==> config.mk <==
export PLATFORM = sky130hd
export DESIGN_NAME = base64_stream_codec_unit
export DESIGN_NICKNAME = d
export VERILOG_FILES = /design/src/rtl/core/b64sc_pkg.sv /design/src/rtl/core/base64_stream_codec_unit.sv
export SDC_FILE = /design/constraint.sdc
export NUM_CORES = 1
export LEC_CHECK = 0
export BUFFER_PORTS_ARGS = -buffer_cell sky130_fd_sc_hd__buf_2
export CAP_MARGIN = 20
export CORE_UTILIZATION = 28
export CTS_CLUSTER_SIZE = 12
export DETAILED_ROUTE_END_ITERATION = 12
export HOLD_SLACK_MARGIN = 0.05
export PLACE_DENSITY = 0.41
export REMOVE_ABC_BUFFERS = 1
export SETUP_SLACK_MARGIN = 0.5
export SLEW_MARGIN = 25
export SYNTH_ARGS = -nofsm -noshare
export SYNTH_HDL_FRONTEND = slang
export SYNTH_SLANG_ARGS = --single-unit
==> constraint.sdc <==
create_clock -name i_clk -period 3.6 [get_ports i_clk]
set_input_delay 0.72 -clock i_clk [delete_from_list [all_inputs] [get_ports i_clk]]
set_output_delay 0.72 -clock i_clk [all_outputs]
set_load 0.005 [all_outputs]
==> src/rtl/core/b64sc_pkg.sv <==
// ----------------------------------------------------------------------------
// Base64 stream codec package
// Shared types, codes and character tables for the Base64 stream codec.
// ----------------------------------------------------------------------------
package b64sc_pkg;

    // Field widths.
    localparam int ByteW  = 8;
    localparam int AccW   = 14;
    localparam int CountW = 4;
    localparam int SymW   = 6;
    localparam int StatW  = 2;

    // Maximum number of results that one input word can cause.
    localparam int MaxRes = 3;

    // Input function codes.
    localparam logic FUNC_DATA   = 1'b0;
    localparam logic FUNC_FINISH = 1'b1;

    // Direction register codes.
    localparam logic DIR_ENCODE = 1'b0;
    localparam logic DIR_DECODE = 1'b1;

    // Result status codes.
    localparam logic [StatW-1:0] ST_OK       = 2'd0;
    localparam logic [StatW-1:0] ST_BAD_CHAR = 2'd1;
    localparam logic [StatW-1:0] ST_TRAIL    = 2'd2;

    // The pad character.
    localparam logic [ByteW-1:0] CHAR_PAD = 8'h3D;

    // Input word.
    typedef struct packed {
        logic             func;
        logic [ByteW-1:0] data_byte;
    } t_in;

    // Result word.
    typedef struct packed {
        logic [ByteW-1:0] out_byte;
        logic             has_byte;
        logic             last;
        logic [StatW-1:0] status;
    } t_out;

    // Map a 6-bit symbol to its alphabet character.
    function automatic logic [ByteW-1:0] enc_char(input logic [SymW-1:0] v);
        logic [ByteW-1:0] w;
        w = {2'b00, v};
        if (v < 6'd26) begin
            return 8'h41 + w;
        end else if (v < 6'd52) begin
            return 8'h61 + (w - 8'd26);
        end else if (v < 6'd62) begin
            return 8'h30 + (w - 8'd52);
        end else if (v == 6'd62) begin
            return 8'h2B;
        end else begin
            return 8'h2F;
        end
    endfunction

    // Map a character to {invalid, 6-bit value}.
    function automatic logic [SymW:0] dec_char(input logic [ByteW-1:0] c);
        if (c >= 8'h41 && c <= 8'h5A) begin
            return {1'b0, 6'(c - 8'h41)};
        end else if (c >= 8'h61 && c <= 8'h7A) begin
            return {1'b0, 6'(c - 8'h61 + 8'd26)};
        end else if (c >= 8'h30 && c <= 8'h39) begin
            return {1'b0, 6'(c - 8'h30 + 8'd52)};
        end else if (c == 8'h2B) begin
            return {1'b0, 6'd62};
        end else if (c == 8'h2F) begin
            return {1'b0, 6'd63};
        end else begin
            return {1'b1, 6'd0};
        end
    endfunction

    // Space, tab, line feed, vertical tab, form feed and carriage return.
    function automatic logic is_space(input logic [ByteW-1:0] c);
        return (c == 8'h20) || (c >= 8'h09 && c <= 8'h0D);
    endfunction

endpackage

==> src/rtl/core/base64_stream_codec_unit.sv <==
// ----------------------------------------------------------------------------
// Base64 stream codec unit
// Streaming Base64 encoder and decoder with a single direction register.
// ----------------------------------------------------------------------------
// The unit registers each input word, works out all of its results in one
// pass, and places them in a three-entry result queue that presents one
// result word per cycle unless the output stalls. A word is taken every
// cycle while the output does not stall and each word yields at most one
// result; whitespace, pad, invalid or ignored characters yield none.
// Otherwise a word holds the input until its results have left: one or two
// for an encoded data byte, up to three for an encode finish, and one for
// a decoded byte, a decode finish or a finish after an invalid character.
// The direction register is written through i_cfg_we and must only change
// while the unit holds no pending work.
module base64_stream_codec_unit
    import b64sc_pkg::*;
(
    input  logic i_clk,
    input  logic i_rst_n,
    // Configuration
    input  logic i_cfg_we,
    input  logic i_cfg_wdata,
    // Input channel
    input  logic i_in_valid,
    output logic o_in_stall,
    input  t_in  i_in_word,
    // Output channel
    output logic o_out_valid,
    input  logic i_out_stall,
    output t_out o_out_word
);

    // Input register.
    logic r_in_vld;
    t_in  r_in;

    // Codec state.
    logic            r_dir;
    logic [AccW-1:0] r_acc;
    logic [CountW-1:0] r_bits;
    logic [1:0]      r_phase;
    logic            r_err;
    logic            r_pad;

    // Result queue.
    t_out       r_res [MaxRes];
    logic [1:0] r_cnt;

    // Next values.
    logic [AccW-1:0]   n_acc;
    logic [CountW-1:0] n_bits;
    logic [1:0]        n_phase;
    logic              n_err;
    logic              n_pad;
    t_out              n_res [MaxRes];
    logic [1:0]        n_cnt;

    // Handshake terms.
    logic w_take;
    logic w_free;
    logic w_process;

    // Encode data path.
    logic [AccW-1:0] w_enc_acc;
    logic [4:0]      w_enc_bits;
    logic [1:0]      w_enc_n;
    logic [4:0]      w_enc_rem;
    logic [ByteW-1:0] w_enc_chr [MaxRes];

    // Decode data path.
    logic [SymW:0]    w_dec_code;
    logic [AccW-1:0]  w_dec_acc;
    logic [4:0]       w_dec_bits;
    logic [1:0]       w_dec_n;
    logic [4:0]       w_dec_rem;
    logic [ByteW-1:0] w_dec_byte [2];

    // Finish path.
    logic [AccW-1:0]  w_trail_mask;
    logic             w_trail_bad;
    logic             w_flush;
    logic [19:0]      w_flush_wide;
    logic [ByteW-1:0] w_flush_chr;
    logic [1:0]       w_fin_phase;
    logic [1:0]       w_pad_cnt;
    logic [2:0]       w_fin_total;
    logic [1:0]       w_fin_n;

    // Handshake: the queue is free when empty or when its last word leaves now.
    assign w_take      = o_out_valid && !i_out_stall;
    assign w_free      = (r_cnt == 2'd0) || (r_cnt == 2'd1 && w_take);
    assign w_process   = r_in_vld && w_free;
    assign o_in_stall  = r_in_vld && !w_free;
    assign o_out_valid = (r_cnt != 2'd0);
    assign o_out_word  = r_res[0];

    // Encode: append the byte and cut whole symbols from the top.
    assign w_enc_acc  = {r_acc[AccW-ByteW-1:0], r_in.data_byte};
    assign w_enc_bits = {1'b0, r_bits} + 5'd8;
    always_comb begin
        if (w_enc_bits >= 5'd18) begin
            w_enc_n = 2'd3;
        end else if (w_enc_bits >= 5'd12) begin
            w_enc_n = 2'd2;
        end else begin
            w_enc_n = 2'd1;
        end
    end
    assign w_enc_rem    = w_enc_bits - ({3'b000, w_enc_n} * 5'd6);
    assign w_enc_chr[0] = enc_char(SymW'(w_enc_acc >> (w_enc_bits - 5'd6)));
    assign w_enc_chr[1] = enc_char(SymW'(w_enc_acc >> (w_enc_bits - 5'd12)));
    assign w_enc_chr[2] = enc_char(SymW'(w_enc_acc >> (w_enc_bits - 5'd18)));

    // Decode: append the symbol value and cut whole bytes from the top.
    assign w_dec_code = dec_char(r_in.data_byte);
    assign w_dec_acc  = {r_acc[AccW-SymW-1:0], w_dec_code[SymW-1:0]};
    assign w_dec_bits = {1'b0, r_bits} + 5'd6;
    always_comb begin
        if (w_dec_bits >= 5'd16) begin
            w_dec_n = 2'd2;
        end else if (w_dec_bits >= 5'd8) begin
            w_dec_n = 2'd1;
        end else begin
            w_dec_n = 2'd0;
        end
    end
    assign w_dec_rem     = w_dec_bits - {w_dec_n, 3'b000};
    assign w_dec_byte[0] = ByteW'(w_dec_acc >> (w_dec_bits - 5'd8));
    assign w_dec_byte[1] = ByteW'(w_dec_acc >> (w_dec_bits - 5'd16));

    // Decode finish: leftover low bits must be zero.
    assign w_trail_mask = ~({AccW{1'b1}} << r_bits);
    assign w_trail_bad  = |(r_acc & w_trail_mask);

    // Encode finish: zero-fill the partial symbol, then pad to four.
    assign w_flush      = (r_bits != '0);
    assign w_flush_wide = {r_acc, 6'b000000} >> r_bits;
    assign w_flush_chr  = enc_char(w_flush_wide[SymW-1:0]);
    assign w_fin_phase  = r_phase + {1'b0, w_flush};
    assign w_pad_cnt    = 2'(~w_fin_phase + 2'd1);
    assign w_fin_total  = {2'b00, w_flush} + {1'b0, w_pad_cnt};
    assign w_fin_n      = (w_fin_total >= 3'd3) ? 2'd3 : w_fin_total[1:0];

    // Result and next-state selection for the word in the input register.
    always_comb begin
        n_acc   = r_acc;
        n_bits  = r_bits;
        n_phase = r_phase;
        n_err   = r_err;
        n_pad   = r_pad;
        n_cnt   = 2'd0;
        for (int k = 0; k < MaxRes; k++) begin
            n_res[k] = '0;
        end

        if (r_in.func == FUNC_DATA) begin
            if (!r_err) begin
                if (r_dir == DIR_DECODE) begin
                    if (!(r_pad || is_space(r_in.data_byte))) begin
                        priority if (r_in.data_byte == CHAR_PAD) begin
                            n_pad = 1'b1;
                        end else if (w_dec_code[SymW]) begin
                            n_err = 1'b1;
                        end else begin
                            n_acc    = w_dec_acc;
                            n_bits   = w_dec_rem[CountW-1:0];
                            n_cnt    = w_dec_n;
                            n_res[0] = '{out_byte: w_dec_byte[0], has_byte: 1'b1,
                                         last: (w_dec_n == 2'd1), status: ST_OK};
                            n_res[1] = '{out_byte: w_dec_byte[1], has_byte: 1'b1,
                                         last: 1'b1, status: ST_OK};
                        end
                    end
                end else begin
                    n_acc   = w_enc_acc;
                    n_bits  = w_enc_rem[CountW-1:0];
                    n_phase = r_phase + w_enc_n;
                    n_cnt   = w_enc_n;
                    for (int k = 0; k < MaxRes; k++) begin
                        n_res[k] = '{out_byte: w_enc_chr[k], has_byte: 1'b1,
                                     last: (w_enc_n == 2'(k + 1)), status: ST_OK};
                    end
                end
            end
        end else begin
            // Finish always answers and then clears the codec state.
            n_acc   = '0;
            n_bits  = '0;
            n_phase = '0;
            n_err   = 1'b0;
            n_pad   = 1'b0;
            n_cnt   = 2'd1;
            priority if (r_err) begin
                n_res[0] = '{out_byte: '0, has_byte: 1'b0, last: 1'b1,
                             status: ST_BAD_CHAR};
            end else if (r_dir == DIR_DECODE) begin
                n_res[0] = '{out_byte: '0, has_byte: 1'b0, last: 1'b1,
                             status: (w_trail_bad ? ST_TRAIL : ST_OK)};
            end else if (w_fin_n == 2'd0) begin
                n_res[0] = '{out_byte: '0, has_byte: 1'b0, last: 1'b1,
                             status: ST_OK};
            end else begin
                n_cnt = w_fin_n;
                for (int k = 0; k < MaxRes; k++) begin
                    n_res[k] = '{out_byte: CHAR_PAD, has_byte: 1'b1,
                                 last: (w_fin_n == 2'(k + 1)), status: ST_OK};
                end
                if (w_flush) begin
                    n_res[0].out_byte = w_flush_chr;
                end
            end
        end
    end

    // Control and state registers.
    always_ff @(posedge i_clk) begin
        if (!i_rst_n) begin
            r_in_vld <= 1'b0;
            r_dir    <= DIR_ENCODE;
            r_acc    <= '0;
            r_bits   <= '0;
            r_phase  <= '0;
            r_err    <= 1'b0;
            r_pad    <= 1'b0;
            r_cnt    <= 2'd0;
        end else begin
            if (i_cfg_we) begin
                r_dir <= i_cfg_wdata;
            end
            if (!o_in_stall) begin
                r_in_vld <= i_in_valid;
            end
            if (w_process) begin
                r_acc   <= n_acc;
                r_bits  <= n_bits;
                r_phase <= n_phase;
                r_err   <= n_err;
                r_pad   <= n_pad;
                r_cnt   <= n_cnt;
            end else if (w_take) begin
                r_cnt <= r_cnt - 2'd1;
            end
        end
    end

    // Payload registers: input word and result queue.
    always_ff @(posedge i_clk) begin
        if (i_in_valid && !o_in_stall) begin
            r_in <= i_in_word;
        end
        if (w_process) begin
            for (int k = 0; k < MaxRes; k++) begin
                r_res[k] <= n_res[k];
            end
        end else if (w_take) begin
            for (int k = 0; k < MaxRes - 1; k++) begin
                r_res[k] <= r_res[k + 1];
            end
        end
    end

`ifndef SYNTHESIS
    // The last flag shows only on the final queued result of a word.
    a_last_is_final: assert property (@(posedge i_clk) disable iff (!i_rst_n)
        (o_out_valid && o_out_word.last) |-> (r_cnt == 2'd1))
        else $error("last flag shown while more results are queued");

    // A finish leaves the codec state cleared.
    a_finish_clears: assert property (@(posedge i_clk) disable iff (!i_rst_n)
        (w_process && r_in.func == FUNC_FINISH) |=>
        (r_bits == '0 && r_phase == '0 && !r_err && !r_pad))
        else $error("codec state not cleared after finish");

    // Held bit count never reaches a whole byte.
    a_bits_range: assert property (@(posedge i_clk) disable iff (!i_rst_n)
        !r_bits[3])
        else $error("held bit count out of range");
`endif

endmodule
==> impl_metrics.json, run 1 <==
{
  "outcome": "finished, final reports clean",
  "wl_per_cell_um": 20.27,
  "crit_required_ns": 3.69,
  "initial_core_util": 0.2880,
  "reg2regPathDepth": 16,
  "finish.instance_area_sq_um": 11770,
  "synthFlopType": "edfxtp_1",
  "antenna_found_initial": 0,
  "hp-class": "reg2reg",
  "rsz0062_at_grt": "yes",
  "die_y_um": 174.8,
  "finalSetupViolations": 0,
  "fin_util": 0.4057,
  "p_int_mw": 2.569,
  "hold_viol": 0,
  "grtUsageTotal": 0.2090,
  "arrival_ns": 3.39,
  "clock.fmax_mhz": 303.8,
  "via_per_inst": 5.378,
  "place_hpwl_mm": 23.90,
  "critPathMaxStageDelay_ns": 0.42,
  "finalCritPeriodShare": 0.9143,
  "worstPathMaxFanout": 7,
  "synth_top_area_cell": "edfxtp_1",
  "worst_setup_path_start_kind": "flip-flop",
  "syn_area_sq_um": 8357,
  "reg2reg_to": "r_res[0][8]$_DFFE_PP_",
  "worstSkewPairLatency_ns": 0.36,
  "pwr-share-seq": 0.249,
  "worstMarginPinSlew_ns": 0.7028,
  "cts-htree-levels": 3,
  "critPathKind": "reg2reg",
  "p_clk_frac": 0.220,
  "period_minus_slack_ns": 3.292,
  "drtIter0Drc": 717,
  "drv_cap": 0,
  "power.total_mw": 4.315,
  "grt_util_met3": 0.02633,
  "reg2reg_slack_ns": 0.31,
  "skew_ns": 0.01687,
  "grt_max_degree": 33,
  "cp_cell_sequence": "buf_8 -> ha_4 -> inv_2 -> ha_4 -> nor2b_1 -> a22o_1 -> or3_4 -> ha_4 -> inv_4 -> a21oi_2 -> mux2i_1 -> o2111a_2 -> xnor2_2 -> mux2i_1 -> a31o_2 -> o311ai_4",
  "die_area_sq_um": 30540,
  "critPathCapture": "r_res[0][8]$_DFFE_PP_",
  "placement.io_buffers": 28,
  "critPathLaunch": "r_bits[2]$_SDFFE_PN0P_",
  "drc_errors": 0,
  "cts.sinks": 66,
  "coreArea_sq_um": 29010,
  "rr_startpoint": "r_bits[2]$_SDFFE_PN0P_",
  "p_switching_mw": 1.746,
  "slew_violations": 0,
  "swShare": 0.4047,
  "die_x_um": 174.8,
  "ctsRootBufferMaster": "clkbuf_16",
  "yosysSeqAreaShare": 0.2072,
  "post-synth-top-count-cell": "nand2_1",
  "io_pins": 29,
  "relSlewSlack": 0.5305,
  "cts.clk_slew.worst_paths_ns": 0.07,
  "layoutNonFillerInstCount": 1600,
  "yosys-top-cells-area": "edfxtp_1 15%, ha_1 11%, dfxtp_1 6.0%",
  "grtUsageMet2": 0.3472,
  "numCtsBuffers": 9,
  "whs_ns": 0.4845,
  "crit_slowest_cell": "or3_4",
  "dp.cells": 1526,
  "avgSynthCellArea_sq_um": 8.153,
  "drive_gt1_frac": 0.3832,
  "yosys.cell_types.count": 90,
  "p_comb_frac": 0.531,
  "place_area_sq_um": 9868,
  "netlist_instances": 1025,
  "ant_nets": 0,
  "cts.path.max_buffers": 2,
  "netlist.area_leader.share": 0.1473,
  "totalWireLength_mm": 32.43,
  "power.leakage_nw": 4.679,
  "final.setup.tns_ns": 0,
  "first_pass_iters": 6,
  "synthTopCellsByCount": "80 x nand2_1, 74 x nor2_1, 72 x ha_1, 68 x a21oi_1",
  "grt_remaining_overflow": 0,
  "dp_worst_setup_slack_ns": -0.08788,
  "vias": 8605,
  "area_growth_pct": 40.84,
  "ir_worst_vdd_v": 0.0002288,
  "diodes": 0,
  "power_density_nw_per_um2": 366.6,
  "grt_first_pass_wirelength_mm": 48.88,
  "synthArstFlopShare": 0,
  "synth_edf_count": 41,
  "grtUsageMet1": 0.2799,
  "core.rowCount": 62,
  "crit_top_cell": "ha_4",
  "cp-end-kind": "flip-flop",
  "busiest_layer": "met2",
  "yosys_warnings": 0,
  "fin_ws_ns": 0.3084,
  "grt_pass1_vias": 8308,
  "synth_seq_cells": 66,
  "nets": 1298,
  "gp_congestion": 0.9010,
  "cts_tree": "yes"
}
## what timing repair did
item / 4_1_cts / 5_1_grt
hold endpoints to repair: 0 / 0
buffers inserted: 29 / 27
pin swaps: 42 / 52
hold buffers: 0 / 0
cloned: 1 / 1
resized for setup: 128 / 131
setup endpoints to repair: 35 / 36
## critical path: cells and delay by family (launching register included)
| kind | cells | cell delay (ns) |
|---|---|---|
| xor gates and xnor gates | 1 | 0.13 |
| adders and majority gates | 3 | 0.64 |
| and+or+nand+nor | 2 | 0.48 |
| muxes | 2 | 0.34 |
| buffers and inverters | 3 | 0.21 |
| AOI/OAI and AO/OA | 5 | 0.85 |
| DFF | 1 | 0.37 |
## layer usage
layer  part of all wire  up-vias
met4              0.022        0
met5                  0        -
met1               0.45     4176
met2               0.48      233
li1                   -     4154
met3              0.042       42
## how the worst min path moves through the flow
stage / endpoint / from / cells past startpoint / slack (ns)
2_1_floorplan: r_pad$_SDFFE_PN0P_ / r_pad$_SDFFE_PN0P_ / 2 / 0.44
3_3_place_gp: r_pad$_SDFFE_PN0P_ / r_pad$_SDFFE_PN0P_ / 2 / 0.47
3_5_place_dp: r_pad$_SDFFE_PN0P_ / r_pad$_SDFFE_PN0P_ / 2 / 0.48
4_1_cts: r_pad$_SDFFE_PN0P_ / r_pad$_SDFFE_PN0P_ / 2 / 0.49
5_1_grt: r_in[1]$_DFFE_PP_ / i_in_word[1] / 1 / 0.52
6_report: r_pad$_SDFFE_PN0P_ / r_pad$_SDFFE_PN0P_ / 2 / 0.48
## logic make-up (layout without fill, tap and decap cells)
group	Yosys count	in the layout	share of synthesized area
AND/OR/NAND/NOR	341	341	0.2090
AO/OA/AOI/OAI	282	282	0.2364
buffers and inverters	138	329	0.07801
multiplexers	76	76	0.1091
adder cells (fa/ha/maj)	72	72	0.1078
flip-flops	66	66	0.2072
XOR/XNOR	50	50	0.05240
## cells in the final DEF, fill, tap and decap left out, drive strengths merged, types with 6 or more instances in the layout
master	synthesis	final
a2111oi	7	7
a211oi	7	7
a21boi	6	6
a21o	11	11
a21oi	69	69
a221o	6	6
a221oi	11	11
a22o	9	9
a22oi	7	7
a31oi	17	17
and2	13	13
and3	12	12
buf	38	261
clkbuf	49	9
dfxtp	25	25
edfxtp	41	41
ha	72	72
inv	50	51
mux2	21	21
mux2i	45	45
mux4	10	10
nand2	80	80
nand2b	16	16
nand3	26	26
nand4	13	13
nor2	74	74
nor2b	38	38
nor3	30	30
nor3b	7	7
nor4	7	7
o211ai	11	11
o21ai	48	48
o22ai	7	7
o31ai	8	8
xnor2	39	39
xor2	11	11
## layout make-up
type / instances / area (sq um)
multi-input cells: 821 / 6915
inverters: 51 / 205.2
flip-flops and latches: 66 / 1739
fillers: 2988 / 17240
repair buffers: 262 / 2127
clock buffers: 9 / 225.2
clock inverters: 7 / 77.57
well taps: 384 / 480.5
## power groups by stage
stage / clock network [mW] / registers, mW / logic [mW]
after floorplan: 0 / 1.12 / 1.04
after global placement: 0 / 1.09 / 1.89
after detailed placement: 0 / 1.09 / 1.88
after CTS: 0.973 / 1.08 / 2.09
after global routing: 0.988 / 1.08 / 2.47
final: 0.951 / 1.07 / 2.29
## flip-flops by register name, indices dropped and copies added (netlist names)
signal / count
r_res: 32
r_acc: 14
r_in: 9
r_bits: 3
r_cnt: 2
r_phase: 2
r_dir: 1
r_err: 1
r_in_vld: 1
r_pad: 1
Note: power is estimated with default switching activity, not from simulation.
==> run 2: changes to the inputs <==
--- a/config.mk
+++ b/config.mk
@@ -8,6 +8,7 @@
 export BUFFER_PORTS_ARGS = -buffer_cell sky130_fd_sc_hd__buf_2
 export CAP_MARGIN = 20
 export CORE_UTILIZATION = 28
+export CTS_CLUSTER_DIAMETER = 120
 export CTS_CLUSTER_SIZE = 12
 export DETAILED_ROUTE_END_ITERATION = 12
 export HOLD_SLACK_MARGIN = 0.05
==> constraint.sdc (replaced) <==
create_clock -name i_clk -period 3.6 [get_ports i_clk]
set_input_delay 0.9 -clock i_clk [delete_from_list [all_inputs] [get_ports i_clk]]
set_output_delay 0.9 -clock i_clk [all_outputs]
set_load 0.005 [all_outputs]
==> impl_metrics.json, run 2 (synthesis results as in run 1) <==
{
  "period_minus_slack_ns": 3.288,
  "diodes": 0,
  "worstHoldPathCells": 1,
  "worst_setup_path_start_kind": "flip-flop",
  "p_clk_frac": 0.231,
  "min-delay-start": "r_cnt[1]$_SDFFE_PN0P_",
  "drv_cap": 0,
  "drive_gt1_frac": 0.3948,
  "initial_core_util": 0.2880,
  "p_int_mw": 2.673,
  "place_area_sq_um": 9888,
  "slew_violations": 0,
  "worstPathMaxFanout": 7,
  "finalSetupViolations": 0,
  "arrival_ns": 3.39,
  "antenna_found_initial": 0,
  "ant_nets": 0,
  "cts.sinks": 66,
  "p_switching_mw": 1.745,
  "relSlewSlack": 0.5481,
  "cp_cell_sequence": "buf_8 -> ha_4 -> inv_2 -> ha_4 -> nor2b_2 -> a22o_1 -> o21a_4 -> ha_1 -> nor3b_2 -> a21o_1 -> mux2i_2 -> nor2_2 -> a32o_1 -> a221o_1",
  "totalWireLength_mm": 32.46,
  "top_register": "r_res",
  "first_pass_iters": 5,
  "rr_startpoint": "r_bits[1]$_SDFFE_PN0P_",
  "place_hpwl_mm": 23.76,
  "grtUsageTotal": 0.2058,
  "grt_first_pass_wirelength_mm": 48.63,
  "finalCritPeriodShare": 0.9134,
  "cp-end-kind": "flip-flop",
  "p_comb_frac": 0.525,
  "crit_required_ns": 3.70,
  "hp-class": "reg2reg",
  "drc_errors": 0,
  "whs_ns": 0.5063,
  "gp_congestion": 0.8778,
  "die_x_um": 174.8,
  "nets": 1323,
  "outcome": "finished, final reports clean",
  "numCtsBuffers": 9,
  "drtIter0Drc": 738,
  "reg2regPathDepth": 14,
  "grt_remaining_overflow": 0,
  "cts.clk_slew.worst_paths_ns": 0.07,
  "skew_ns": 0.01471,
  "vias": 8652,
  "hold_buffers": 0,
  "clock.fmax_mhz": 304.1,
  "area_growth_pct": 43.27,
  "worstSkewPairLatency_ns": 0.36,
  "via_per_inst": 5.324,
  "critPathMaxStageDelay_ns": 0.39,
  "largest_reg_flops": 32,
  "reg_top3": "r_res x32, r_acc x14, r_in x9",
  "power_density_nw_per_um2": 369.0,
  "core.rowCount": 62,
  "finish.instance_area_sq_um": 11970,
  "cts-htree-levels": 3,
  "hold_viol": 0,
  "ctsRootBufferMaster": "clkbuf_16",
  "wl_per_cell_um": 19.97,
  "cts.path.max_buffers": 2,
  "mostFrequentLayoutCells": "228 x buf_4, 76 x nand2_1, 65 x nor2_1",
  "grt_pass1_vias": 8449,
  "critPathLaunch": "r_bits[1]$_SDFFE_PN0P_",
  "power.leakage_nw": 4.837,
  "coreArea_sq_um": 29010,
  "crit_slowest_cell": "dfxtp_4",
  "ir_worst_vdd_v": 0.0002235,
  "critPathKind": "reg2reg",
  "die_y_um": 174.8,
  "fillerInstances": 2949,
  "worstMarginPinSlew_ns": 0.6765,
  "pwr-share-seq": 0.243,
  "grt_max_degree": 56,
  "rsz0062_at_grt": "yes",
  "swShare": 0.3950,
  "mostFrequentLayoutCell": "buf_4",
  "io_pins": 29,
  "placement.io_buffers": 28,
  "cts_tree": "yes",
  "die_area_sq_um": 30540,
  "crit_top_cell": "ha_4"
}
## run 2: critical path: cells and delay by family (launching register included)
family / cells / cell delay [ns]
simple gates: 3 / 0.43
flops: 1 / 0.39
compound gates: 5 / 1.23
mux: 1 / 0.20
fa+ha+maj: 3 / 0.59
buf+inv: 2 / 0.19
## run 2: power groups by stage
stage	combinational, mW	sequential [mW]	clock (mW)
floorplan	1.04	1.12	0
global placement	1.91	1.09	0
global route	2.50	1.09	1.06
finish	2.32	1.07	1.02
detailed placement	1.90	1.09	0
CTS	2.08	1.07	1.04
## run 2: metal layers
| metal | up-vias | share of wire | global-route usage |
|---|---|---|---|
| met4 | 0 | 0.025 | 0.06957 |
| li1 | 4226 | - | - |
| met3 | 39 | 0.032 | 0.02437 |
| met2 | 200 | 0.48 | 0.3413 |
| met5 | - | 0 | 0 |
| met1 | 4187 | 0.47 | 0.2753 |
## run 2: area by class of cell
type | instances | area (sq um) | share of cell area
clock buffers | 9 | 225.2 | 0.01881
clock inverters | 7 | 106.4 | 0.008883
inverters | 51 | 206.4 | 0.01724
multi-input cells | 822 | 6887 | 0.5752
flip-flops and latches | 66 | 1744 | 0.1457
well taps | 384 | 480.5 | 0.04013
repair buffers | 286 | 2323 | 0.1941
## run 2: per-stage QoR
step | utilization | worst slack, ns | instances | setup TNS, ns | total power, mW
2_1_floorplan | - | -2.282 | 938 | -45.47 | 2.156
3_3_place_gp | 0.3408 | -0.03776 | 1522 | -0.07571 | 3.001
3_5_place_dp | 0.3408 | -0.04783 | 1522 | -0.05907 | 2.991
4_1_cts | 0.3770 | 0.3861 | 1572 | 0 | 4.188
5_1_grt | 0.4127 | 0.1916 | 1625 | 0 | 4.653
6_report | 0.4127 | 0.3117 | 1625 | 0 | 4.418
## run 2: path summary, 6_finish.rpt
kind / endpoint / slack, ns
worst max-delay path: r_res[0][11]$_DFFE_PP_ / 0.31
worst min-delay path: r_cnt[1]$_SDFFE_PN0P_ / 0.51
worst max register to register: r_res[0][11]$_DFFE_PP_ / 0.31
worst min register to register: r_cnt[1]$_SDFFE_PN0P_ / 0.51
## run 2: what timing repair did
action                                  CTS  global route
pin swaps                                32            58
gates cloned                              1             2
gates resized for setup                 105           135
setup buffers                            33            51
endpoints found under the setup margin   39            34
